$ cat config.mk
export PLATFORM = sky130hd
export DESIGN_NAME = adaptive_speed_slew_limiter_flat
export DESIGN_NICKNAME = d
export VERILOG_FILES = /design/src/design/asl_pkg.sv /design/src/design/asl_cmd_if.sv /design/src/design/asl_out_if.sv /design/src/design/adaptive_speed_slew_limiter.sv /design/src/flat_wrapper.sv
export SDC_FILE = /design/constraint.sdc
export NUM_CORES = 1
export LEC_CHECK = 0
export BUFFER_PORTS_ARGS = -buffer_cell sky130_fd_sc_hd__buf_2
export CAP_MARGIN = 0
export CORE_ASPECT_RATIO = 0.8
export CORE_MARGIN = 2
export CORE_UTILIZATION = 24
export CTS_BUF_LIST = sky130_fd_sc_hd__clkbuf_2 sky130_fd_sc_hd__clkbuf_4 sky130_fd_sc_hd__clkbuf_8
export DETAILED_ROUTE_END_ITERATION = 8
export MAX_ROUTING_LAYER = met4
export SYNTH_ARGS = -nofsm -noshare
export SYNTH_HDL_FRONTEND = slang
export SYNTH_SLANG_ARGS = --single-unit
$ cat constraint.sdc
create_clock -name i_clk -period 37.4 [get_ports i_clk]
set_input_delay 5.61 -clock i_clk [delete_from_list [all_inputs] [get_ports i_clk]]
set_output_delay 5.61 -clock i_clk [all_outputs]
set_load 0.005 [all_outputs]
$ cat src/design/asl_pkg.sv
// shared types, constants and helpers of the adaptive speed slew limiter
package asl_pkg;

    localparam int SPEED_WIDTH    = 20;
    localparam int CEIL_WIDTH     = SPEED_WIDTH - 1;
    localparam int CALC_WIDTH     = ((SPEED_WIDTH > 20) ? SPEED_WIDTH : 20) + 3;
    localparam int INIT_WIDTH     = 18;
    localparam int STEP_WIDTH     = 16;
    localparam int DECEL_WIDTH    = 14;
    localparam int CFG_DATA_WIDTH = 18;
    localparam int CFG_IDX_WIDTH  = 2;

    typedef logic signed [SPEED_WIDTH-1:0] t_speed;
    typedef logic        [CEIL_WIDTH-1:0]  t_ceil;
    typedef logic signed [CALC_WIDTH-1:0]  t_calc;

    typedef enum logic [CFG_IDX_WIDTH-1:0] {
        CFG_INITIAL_LIMIT = 2'd0,
        CFG_LIMIT_STEP    = 2'd1,
        CFG_DECEL_STEP    = 2'd2
    } t_cfg_idx;

    localparam longint CEIL_MAX_L  = (longint'(1) << CEIL_WIDTH) - 1;
    localparam t_calc  CEIL_MAX    = t_calc'(CEIL_MAX_L);
    localparam t_calc  SPEED_MIN   = t_calc'(-CEIL_MAX_L - 1);

    // thresholds in quarter units
    localparam t_calc  LOW_BAND    = t_calc'(600);
    localparam t_calc  HIGH_BAND   = t_calc'(1600);
    localparam t_calc  LOW_GROWTH  = t_calc'(160);

    localparam logic [INIT_WIDTH-1:0]  RST_INIT_LIMIT = INIT_WIDTH'(400);
    localparam logic [STEP_WIDTH-1:0]  RST_LIMIT_STEP = STEP_WIDTH'(80);
    localparam logic [DECEL_WIDTH-1:0] RST_DECEL_STEP = DECEL_WIDTH'(20);

    // initial limit clipped to the ceiling range
    function automatic t_ceil sat_init(input logic [INIT_WIDTH-1:0] v);
        if (longint'(v) > CEIL_MAX_L) begin
            return t_ceil'(CEIL_MAX_L);
        end
        return t_ceil'(v);
    endfunction

endpackage

$ cat src/design/asl_cmd_if.sv
// request channel carrying one speed command
interface asl_cmd_if;
    logic            valid;
    logic            ready;
    asl_pkg::t_speed speed_command;

    modport source (output valid, output speed_command, input ready);
    modport sink   (input valid, input speed_command, output ready);
endinterface

$ cat src/design/asl_out_if.sv
// request channel carrying one smoothed speed
interface asl_out_if;
    logic            valid;
    logic            ready;
    asl_pkg::t_speed smoothed_speed;

    modport source (output valid, output smoothed_speed, input ready);
    modport sink   (input valid, input smoothed_speed, output ready);
endinterface

$ cat src/design/adaptive_speed_slew_limiter.sv
// adaptive speed slew limiter: direction tracking, adaptive ceiling, decel limiting
//
//  channel     dir  handshake          payload
//  i_cmd       in   valid / ready      speed_command  (signed, quarter units)
//  o_smooth    out  valid / ready      smoothed_speed (signed, quarter units)
//  i_cfg_*     in   i_cfg_we only      i_cfg_idx, i_cfg_data
//
//  one request per cycle sustained while o_smooth.ready holds; an accepted command goes to the
//  input register, then its result to the result register, where o_smooth.valid rises
//  the whole step is combinational between the input register and the result register
//  state (direction, ceiling, previous output) updates when a request moves to the result
//  i_rst_n is synchronous active low: clears valids, state and config to reset values
//  a stalled result holds in the result register; the input register still fills
//  and i_cmd.ready drops only when both registers are full and o_smooth.ready is low
module adaptive_speed_slew_limiter (
    input  logic                                  i_clk,
    input  logic                                  i_rst_n,
    asl_cmd_if.sink                               i_cmd,
    asl_out_if.source                             o_smooth,
    input  logic                                  i_cfg_we,
    input  logic [asl_pkg::CFG_IDX_WIDTH-1:0]     i_cfg_idx,
    input  logic [asl_pkg::CFG_DATA_WIDTH-1:0]    i_cfg_data
);

    // configuration registers
    logic [asl_pkg::INIT_WIDTH-1:0]  r_init_limit;
    logic [asl_pkg::STEP_WIDTH-1:0]  r_limit_step;
    logic [asl_pkg::DECEL_WIDTH-1:0] r_decel_step;

    // pipeline registers
    logic            r_in_valid;
    asl_pkg::t_speed r_cmd;
    logic            r_out_valid;
    asl_pkg::t_speed r_out;

    // filter state
    logic            r_dir;
    asl_pkg::t_ceil  r_ceil;
    asl_pkg::t_speed r_prev;

    // next values
    logic            n_dir;
    asl_pkg::t_ceil  n_ceil;
    asl_pkg::t_speed n_out;

    logic adv;      // result register can take a new value
    logic s1_fire;  // input register moves into result register
    logic in_fire;

    assign adv     = !r_out_valid || o_smooth.ready;
    assign s1_fire = r_in_valid && adv;
    assign in_fire = i_cmd.valid && i_cmd.ready;

    assign i_cmd.ready             = !r_in_valid || adv;
    assign o_smooth.valid          = r_out_valid;
    assign o_smooth.smoothed_speed = r_out;

    // configuration writes
    always_ff @(posedge i_clk) begin
        if (!i_rst_n) begin
            r_init_limit <= asl_pkg::RST_INIT_LIMIT;
            r_limit_step <= asl_pkg::RST_LIMIT_STEP;
            r_decel_step <= asl_pkg::RST_DECEL_STEP;
        end else if (i_cfg_we) begin
            case (asl_pkg::t_cfg_idx'(i_cfg_idx))
                asl_pkg::CFG_INITIAL_LIMIT: begin
                    r_init_limit <= i_cfg_data[asl_pkg::INIT_WIDTH-1:0];
                end
                asl_pkg::CFG_LIMIT_STEP: begin
                    r_limit_step <= i_cfg_data[asl_pkg::STEP_WIDTH-1:0];
                end
                asl_pkg::CFG_DECEL_STEP: begin
                    r_decel_step <= i_cfg_data[asl_pkg::DECEL_WIDTH-1:0];
                end
                default: begin
                    // unknown index, ignored
                end
            endcase
        end
    end

    // one step of the limiter on the registered command
    always_comb begin
        asl_pkg::t_calc cmd_x;
        asl_pkg::t_calc last;
        asl_pkg::t_calc init_x;
        asl_pkg::t_calc init_raw;
        asl_pkg::t_calc ceil_cur;
        asl_pkg::t_calc mag_raw;
        asl_pkg::t_calc mag;
        asl_pkg::t_calc grow;
        asl_pkg::t_calc step;
        asl_pkg::t_calc ceil_sum;
        asl_pkg::t_calc q;
        asl_pkg::t_calc d;
        asl_pkg::t_calc d15;
        asl_pkg::t_calc d2;
        asl_pkg::t_calc o;
        logic           pos;
        logic           neg;
        logic           flip;

        cmd_x    = asl_pkg::t_calc'(r_cmd);
        last     = asl_pkg::t_calc'(r_prev);
        init_x   = asl_pkg::t_calc'(asl_pkg::sat_init(r_init_limit));
        init_raw = asl_pkg::t_calc'(r_init_limit);
        step     = asl_pkg::t_calc'(r_limit_step);

        pos  = (cmd_x > 0);
        neg  = (cmd_x < 0);
        flip = (pos && !r_dir) || (neg && r_dir);

        if (pos) begin
            n_dir = 1'b1;
        end else if (neg) begin
            n_dir = 1'b0;
        end else begin
            n_dir = r_dir;
        end

        // direction change restarts the ceiling
        ceil_cur = flip ? init_x : asl_pkg::t_calc'(r_ceil);
        mag_raw  = pos ? cmd_x : (neg ? -cmd_x : '0);

        // growth term chosen on the ceiling before its update
        if (ceil_cur < asl_pkg::LOW_BAND) begin
            grow = asl_pkg::LOW_GROWTH;
        end else if (ceil_cur < asl_pkg::HIGH_BAND) begin
            grow = step;
        end else begin
            grow = step <<< 1;
        end

        mag      = mag_raw;
        ceil_sum = init_x;
        if (mag_raw >= ceil_cur) begin
            mag      = ceil_cur;
            ceil_sum = ceil_cur + grow;
        end else if (mag_raw < init_raw) begin
            ceil_sum = init_x;
        end else begin
            ceil_sum = mag_raw + grow;
        end
        n_ceil = (ceil_sum > asl_pkg::CEIL_MAX) ? asl_pkg::t_ceil'(asl_pkg::CEIL_MAX)
                                                : asl_pkg::t_ceil'(ceil_sum);

        // decel terms, decel_step is in whole units
        q   = asl_pkg::t_calc'(r_decel_step);
        d   = q <<< 2;
        d15 = (q <<< 2) + (q <<< 1);
        d2  = q <<< 3;

        o = n_dir ? mag : -mag;

        if (n_dir) begin
            if (last < -d) begin
                o = last + d;
            end else if (last <= d15) begin
                if (last - o > q) begin
                    o = last - q;
                end
                if (o < 0) begin
                    o = '0;
                end
            end else if (last > asl_pkg::HIGH_BAND) begin
                if (last - o > d2) begin
                    o = last - d2;
                end
            end else if (last - o > d) begin
                o = last - d;
                if (o <= d15) begin
                    o = d15;
                end
            end
        end else begin
            if (last > d) begin
                o = last - d;
            end else if (last >= -d15) begin
                if (last - o < -q) begin
                    o = last + q;
                end
                if (o > 0) begin
                    o = '0;
                end
            end else if (last < -asl_pkg::HIGH_BAND) begin
                if (last - o < -d2) begin
                    o = last + d2;
                end
            end else if (last - o < -d) begin
                o = last + d;
                if (o >= -d15) begin
                    o = -d15;
                end
            end
        end

        // saturate to the speed field range
        if (o > asl_pkg::CEIL_MAX) begin
            n_out = asl_pkg::t_speed'(asl_pkg::CEIL_MAX);
        end else if (o < asl_pkg::SPEED_MIN) begin
            n_out = asl_pkg::t_speed'(asl_pkg::SPEED_MIN);
        end else begin
            n_out = asl_pkg::t_speed'(o);
        end
    end

    // input register
    always_ff @(posedge i_clk) begin
        if (!i_rst_n) begin
            r_in_valid <= 1'b0;
        end else if (in_fire) begin
            r_in_valid <= 1'b1;
        end else if (s1_fire) begin
            r_in_valid <= 1'b0;
        end
    end

    always_ff @(posedge i_clk) begin
        if (in_fire) begin
            r_cmd <= i_cmd.speed_command;
        end
    end

    // result register and state
    always_ff @(posedge i_clk) begin
        if (!i_rst_n) begin
            r_out_valid <= 1'b0;
            r_dir       <= 1'b1;
            r_ceil      <= asl_pkg::sat_init(asl_pkg::RST_INIT_LIMIT);
            r_prev      <= '0;
        end else begin
            if (s1_fire) begin
                r_out_valid <= 1'b1;
                r_dir       <= n_dir;
                r_ceil      <= n_ceil;
                r_prev      <= n_out;
            end else if (o_smooth.ready) begin
                r_out_valid <= 1'b0;
            end
        end
    end

    always_ff @(posedge i_clk) begin
        if (s1_fire) begin
            r_out <= n_out;
        end
    end

    // checks
    a_rst_clears_out: assert property (@(posedge i_clk)
        !i_rst_n |=> !r_out_valid)
        else $error("result valid after reset");

    a_prev_tracks_out: assert property (@(posedge i_clk) disable iff (!i_rst_n)
        s1_fire |=> (r_prev == r_out))
        else $error("previous output differs from delivered result");

    a_ready_when_empty: assert property (@(posedge i_clk) disable iff (!i_rst_n)
        !r_out_valid |-> i_cmd.ready)
        else $error("input stalled with empty result register");

    a_dir_follows_pos: assert property (@(posedge i_clk) disable iff (!i_rst_n)
        (s1_fire && !r_cmd[asl_pkg::SPEED_WIDTH-1] && (r_cmd != '0)) |=> r_dir)
        else $error("direction not rightward after positive command");

endmodule
$ cat src/flat_wrapper.sv
// flat-port wrapper written by rule: the top's interface ports become plain ports
module adaptive_speed_slew_limiter_flat 
  (i_clk, i_rst_n, i_cfg_we, i_cfg_idx, i_cfg_data, i_cmd_valid, i_cmd_speed_command, i_cmd_ready, o_smooth_valid, o_smooth_smoothed_speed, o_smooth_ready);
  asl_cmd_if i_cmd_i ();
  asl_out_if o_smooth_i ();
  input  logic i_clk;
  input  logic i_rst_n;
  input  logic i_cfg_we;
  input  logic [asl_pkg::CFG_IDX_WIDTH-1:0] i_cfg_idx;
  input  logic [asl_pkg::CFG_DATA_WIDTH-1:0] i_cfg_data;
  input wire logic [$bits(i_cmd_i.valid)-1:0] i_cmd_valid;
  input wire logic [$bits(i_cmd_i.speed_command)-1:0] i_cmd_speed_command;
  output wire logic [$bits(i_cmd_i.ready)-1:0] i_cmd_ready;
  output wire logic [$bits(o_smooth_i.valid)-1:0] o_smooth_valid;
  output wire logic [$bits(o_smooth_i.smoothed_speed)-1:0] o_smooth_smoothed_speed;
  input wire logic [$bits(o_smooth_i.ready)-1:0] o_smooth_ready;
  assign i_cmd_i.valid = i_cmd_valid;
  assign i_cmd_i.speed_command = i_cmd_speed_command;
  assign i_cmd_ready = i_cmd_i.ready;
  assign o_smooth_valid = o_smooth_i.valid;
  assign o_smooth_smoothed_speed = o_smooth_i.smoothed_speed;
  assign o_smooth_i.ready = o_smooth_ready;
  adaptive_speed_slew_limiter u_core (.i_clk(i_clk), .i_rst_n(i_rst_n), .i_cmd(i_cmd_i), .o_smooth(o_smooth_i), .i_cfg_we(i_cfg_we), .i_cfg_idx(i_cfg_idx), .i_cfg_data(i_cfg_data));
endmodule
==> metrics.csv <==
stage;metric;value;unit
outcome;status;finished, final reports clean;
synth;synth warn;0;
setup_path;Reg2Reg Launch Point;u_core.r_cmd[0];
timing;PnR worst setup slack;21.35;ns
setup_path;CP startpoint kind;flop;
drt;Routed wire per std cell;23.8;um
clock_network;Sink Count;130;
timing;Slew Limit Fails;0;
drt;DR iter-0 viols;3241;
drt;vias per cell;5.62;
floorplan;row cnt;103;
setup_path;CP endpoint kind;flop;
cells_and_area;area of the multi-input gates;19500;um2
setup_path;Worst EP required;37.80;ns
synth;Gate Count Post-Synth;3204;
place;placed cells;4526;
setup_path;Worst R2R Setup Slack;21.35;ns
drt;vias;25652;
power;Leak Pwr;11.4;nW
cells_and_area;Final Net Count;3675;
global_routing;initial antenna violation count;5;
setup_path;slowest CP cell;and2_0;
clock_network;post-CTS resize count;0;
hold_path;hold path startpoint;u_core.r_limit_step[10];
hold_path;hold crit path type;reg -> reg;
global_routing;pin count of the biggest net entering global routing;67;
timing;Min Clock Period, post-route;16.05;ns
hold_path;hold path depth;2;
clock_network;H-tree Lvls;4;
clock_network;cts bufs inserted;17;
timing;Final TNS setup;0;ns
timing;worst hold-check slack;0.487;ns
setup_path;CP Buf/Inv Count;6;
cells_and_area;non-filler instance count after layout;4561;
timing;worst-margin pin slew;1.18;ns
power;pwr dens;44.9;nW/um2
floorplan;Die Wd;357;um
synth;Seq/Total Area, Yosys;0.126;
place;DP HPWL;86.9;mm
clock_network;CTS tree;done;
synth;FF+latch count, synth;130;
clock_network;post-CTS setup buffer count;0;
setup_path;critical path peak fanout;34;
hold_path;WHS Endpoint;u_core.r_limit_step[10];
timing;final worst-path cycle share;0.429;
timing;unrepaired setup endpoints after global routing;no;
floorplan;core footprint;98600;um2
setup_path;R2R depth;52;
drt;ANT nets after route;0;
clock_network;Clock transition at path regs;0.13;ns
cells_and_area;most frequent cells in the layout;387 x ha_1, 293 x nand2_1, 235 x a21oi_1, 233 x nor2_1, 224 x o21ai_0;
timing;Slew headroom;0.201;
clock_network;hold-fix buffers at CTS;0;
global_routing;first-pass GRT wire length;159;mm
synth;number of flops mapped to enable cells by yosys;40;
timing;Final Hold Viols;0;
cells_and_area;register area;3000;um2
drt;drt pass-1 iters;6;
cells_and_area;fillcell total;10832;
floorplan;die area;102000;um2
synth;mapped cell area;23900;um2
synth;count of cell types in the netlist;110;
setup_path;CP Data Arrival Time;16.44;ns
timing;Final Skew;0.0420;ns
timing;final setup vio count;0;
power;Peak VDD IR;28.4;uV
cells_and_area;Layout area overhead;10.7;%
drt;total routed wirelength;108;mm
setup_path;CP max stage delay;0.80;ns
job;Max-Cap Viols;0;
drt;DRC;0;
global_routing;vias in the first global route;23424;
cells_and_area;most common cell after layout, fill and taps aside;ha_1;
timing;Max Clock Freq;0.0623;GHz
cells_and_area;share of cells above drive strength 1;0.0869;
synth;FFs w/ async S/R, synth;0;
synth;Syn Area/Cell;7.45;um2
synth;dominant synthesized flop cell;dfxtp_1;
place;GPL Wtd Cong;1.02;
clock_network;Longest Clk Path Bufs;2;
setup_path;Setup CP Type;reg -> reg;
floorplan;die extent in y;286;um
setup_path;delay-heaviest family, CP;compound AO/OA/AOI/OAI gates;
place;Port Buffers;66;
floorplan;I/O pin cnt;67;
global_routing;Total Routing Usage GR;0.212;
floorplan;initial core utilization;0.242;
clock_network;clk_lat worst skew;0.56;ns
setup_path;RR Endpoint;u_core.o_smooth.smoothed_speed[12];
clock_network;CTS Root Cell;clkbuf_8;
global_routing;grt ovf;0;
synth;syn_nets;3646;
place;pre-CTS WS;21.99;ns
-- per-layer routing --
layer | vias up | wire length, um | global-route usage
li1 | 11920 | - | -
met1 | 12163 | 51000 | 0.309
met2 | 1391 | 42200 | 0.282
met3 | 178 | 11700 | 0.0494
met4 | 0 | 3400 | 0.0646
met5 | - | 0 | -
-- flip-flops by register name, indices dropped and copies added, names as in the netlist, 14 cells and up --
name and count:
u_core.r_cmd 20, u_core.r_ceil 19, u_core.r_prev 20, u_core.r_limit_step 16
u_core.r_decel_step 14, u_core.o_smooth.smoothed_speed 20, u_core.r_init_limit 18
-- cell usage after synthesis (all sizes together), types with 11 or more instances --
| cell type | count | area (um2) |
|---|---|---|
| ha | 387 | 4840 |
| nand2 | 294 | 1100 |
| a21oi | 240 | 1210 |
| nor2 | 236 | 891 |
| o21ai | 233 | 1170 |
| inv | 220 | 828 |
| xnor2 | 123 | 1080 |
| clkbuf | 114 | 428 |
| dfxtp | 90 | 1800 |
| nand3 | 74 | 370 |
| nor3 | 70 | 362 |
| a21boi | 68 | 510 |
| a21o | 64 | 480 |
| mux2i | 62 | 624 |
| nand4 | 55 | 344 |
| o211ai | 54 | 410 |
| xor2 | 53 | 464 |
| nor2b | 51 | 319 |
| o21a | 42 | 315 |
| nor4 | 41 | 278 |
| edfxtp | 40 | 1200 |
| nand2b | 39 | 244 |
| a31oi | 32 | 200 |
| buf | 29 | 156 |
| and2 | 28 | 175 |
| a211oi | 27 | 213 |
| o21bai | 27 | 203 |
| o31ai | 27 | 208 |
| and3 | 25 | 156 |
| or3 | 25 | 156 |
| or2 | 23 | 144 |
| a221oi | 21 | 190 |
| o221ai | 18 | 164 |
| nand3b | 14 | 105 |
| o22ai | 14 | 87.6 |
| or4 | 14 | 113 |
| a211o | 13 | 114 |
| mux2 | 13 | 150 |
| nor3b | 13 | 97.6 |
| a311oi | 12 | 140 |
| a2111oi | 11 | 104 |
-- logic make-up (layout without fill, tap and decap cells) --
logic type	count (synthesis)	in the layout	share of synthesized area
DFF	130	130	0.126
and+or+nand+nor	1027	1027	0.213
xor gates and xnor gates	176	176	0.0646
muxes	75	75	0.0325
buffers and inverters	363	405	0.0592
adders and majority gates	407	407	0.216
other	0	3	0
AOI/OAI and AO/OA	1026	1026	0.289
-- worst register-to-register path: cells and delay by family, from the launching register on --
kind	cells	cell delay [ns]
flops	1	0.49
xor+xnor	2	1.13
compound gates	28	6.83
simple gates	10	3.79
buf+inv	6	1.56
fa+ha+maj	6	2.08
-- worst max path at each step --
stage               cells past startpoint       startpoint                                 end  slack [ns]
global placement                       52  u_core.r_cmd[1]  u_core.o_smooth.smoothed_speed[12]       22.33
detailed placement                     52  u_core.r_cmd[0]  u_core.o_smooth.smoothed_speed[12]       21.99
global route                           52  u_core.r_cmd[0]  u_core.o_smooth.smoothed_speed[12]       20.61
finish                                 52  u_core.r_cmd[0]  u_core.o_smooth.smoothed_speed[12]       21.35
floorplan                              58  u_core.r_cmd[1]                   u_core.r_prev[15]       25.05
CTS                                    52  u_core.r_cmd[0]  u_core.o_smooth.smoothed_speed[12]       21.87
-- stage by stage --
stage | cell area (um2) | power, mW | utilization
floorplan | 23900 | 0.728 | -
detailed placement | 26000 | 1.01 | 0.264
global placement | 26000 | 1.01 | 0.264
finish | 26400 | 1.19 | 0.268
CTS | 26400 | 1.15 | 0.268
global route | 26400 | 1.26 | 0.268
-- area by class of cell --
cell class,count,area share
timing repair buffer,153,0.0372
clock inverter,13,0.00616
sequential,130,0.114
multi-input combinational,2711,0.740
antenna,3,0.000284
clock buffer,19,0.00966
tap,1312,0.0621
inverter,220,0.0313
-- power by group --
| group | switching, mW | internal (mW) | total [mW] |
|---|---|---|---|
| Clock | 0.0770 | 0.0643 | 0.141 |
| Combinational | 0.563 | 0.304 | 0.867 |
| Sequential | 0.0176 | 0.162 | 0.179 |
No activity file was read; power rests on OpenSTA's default activity.
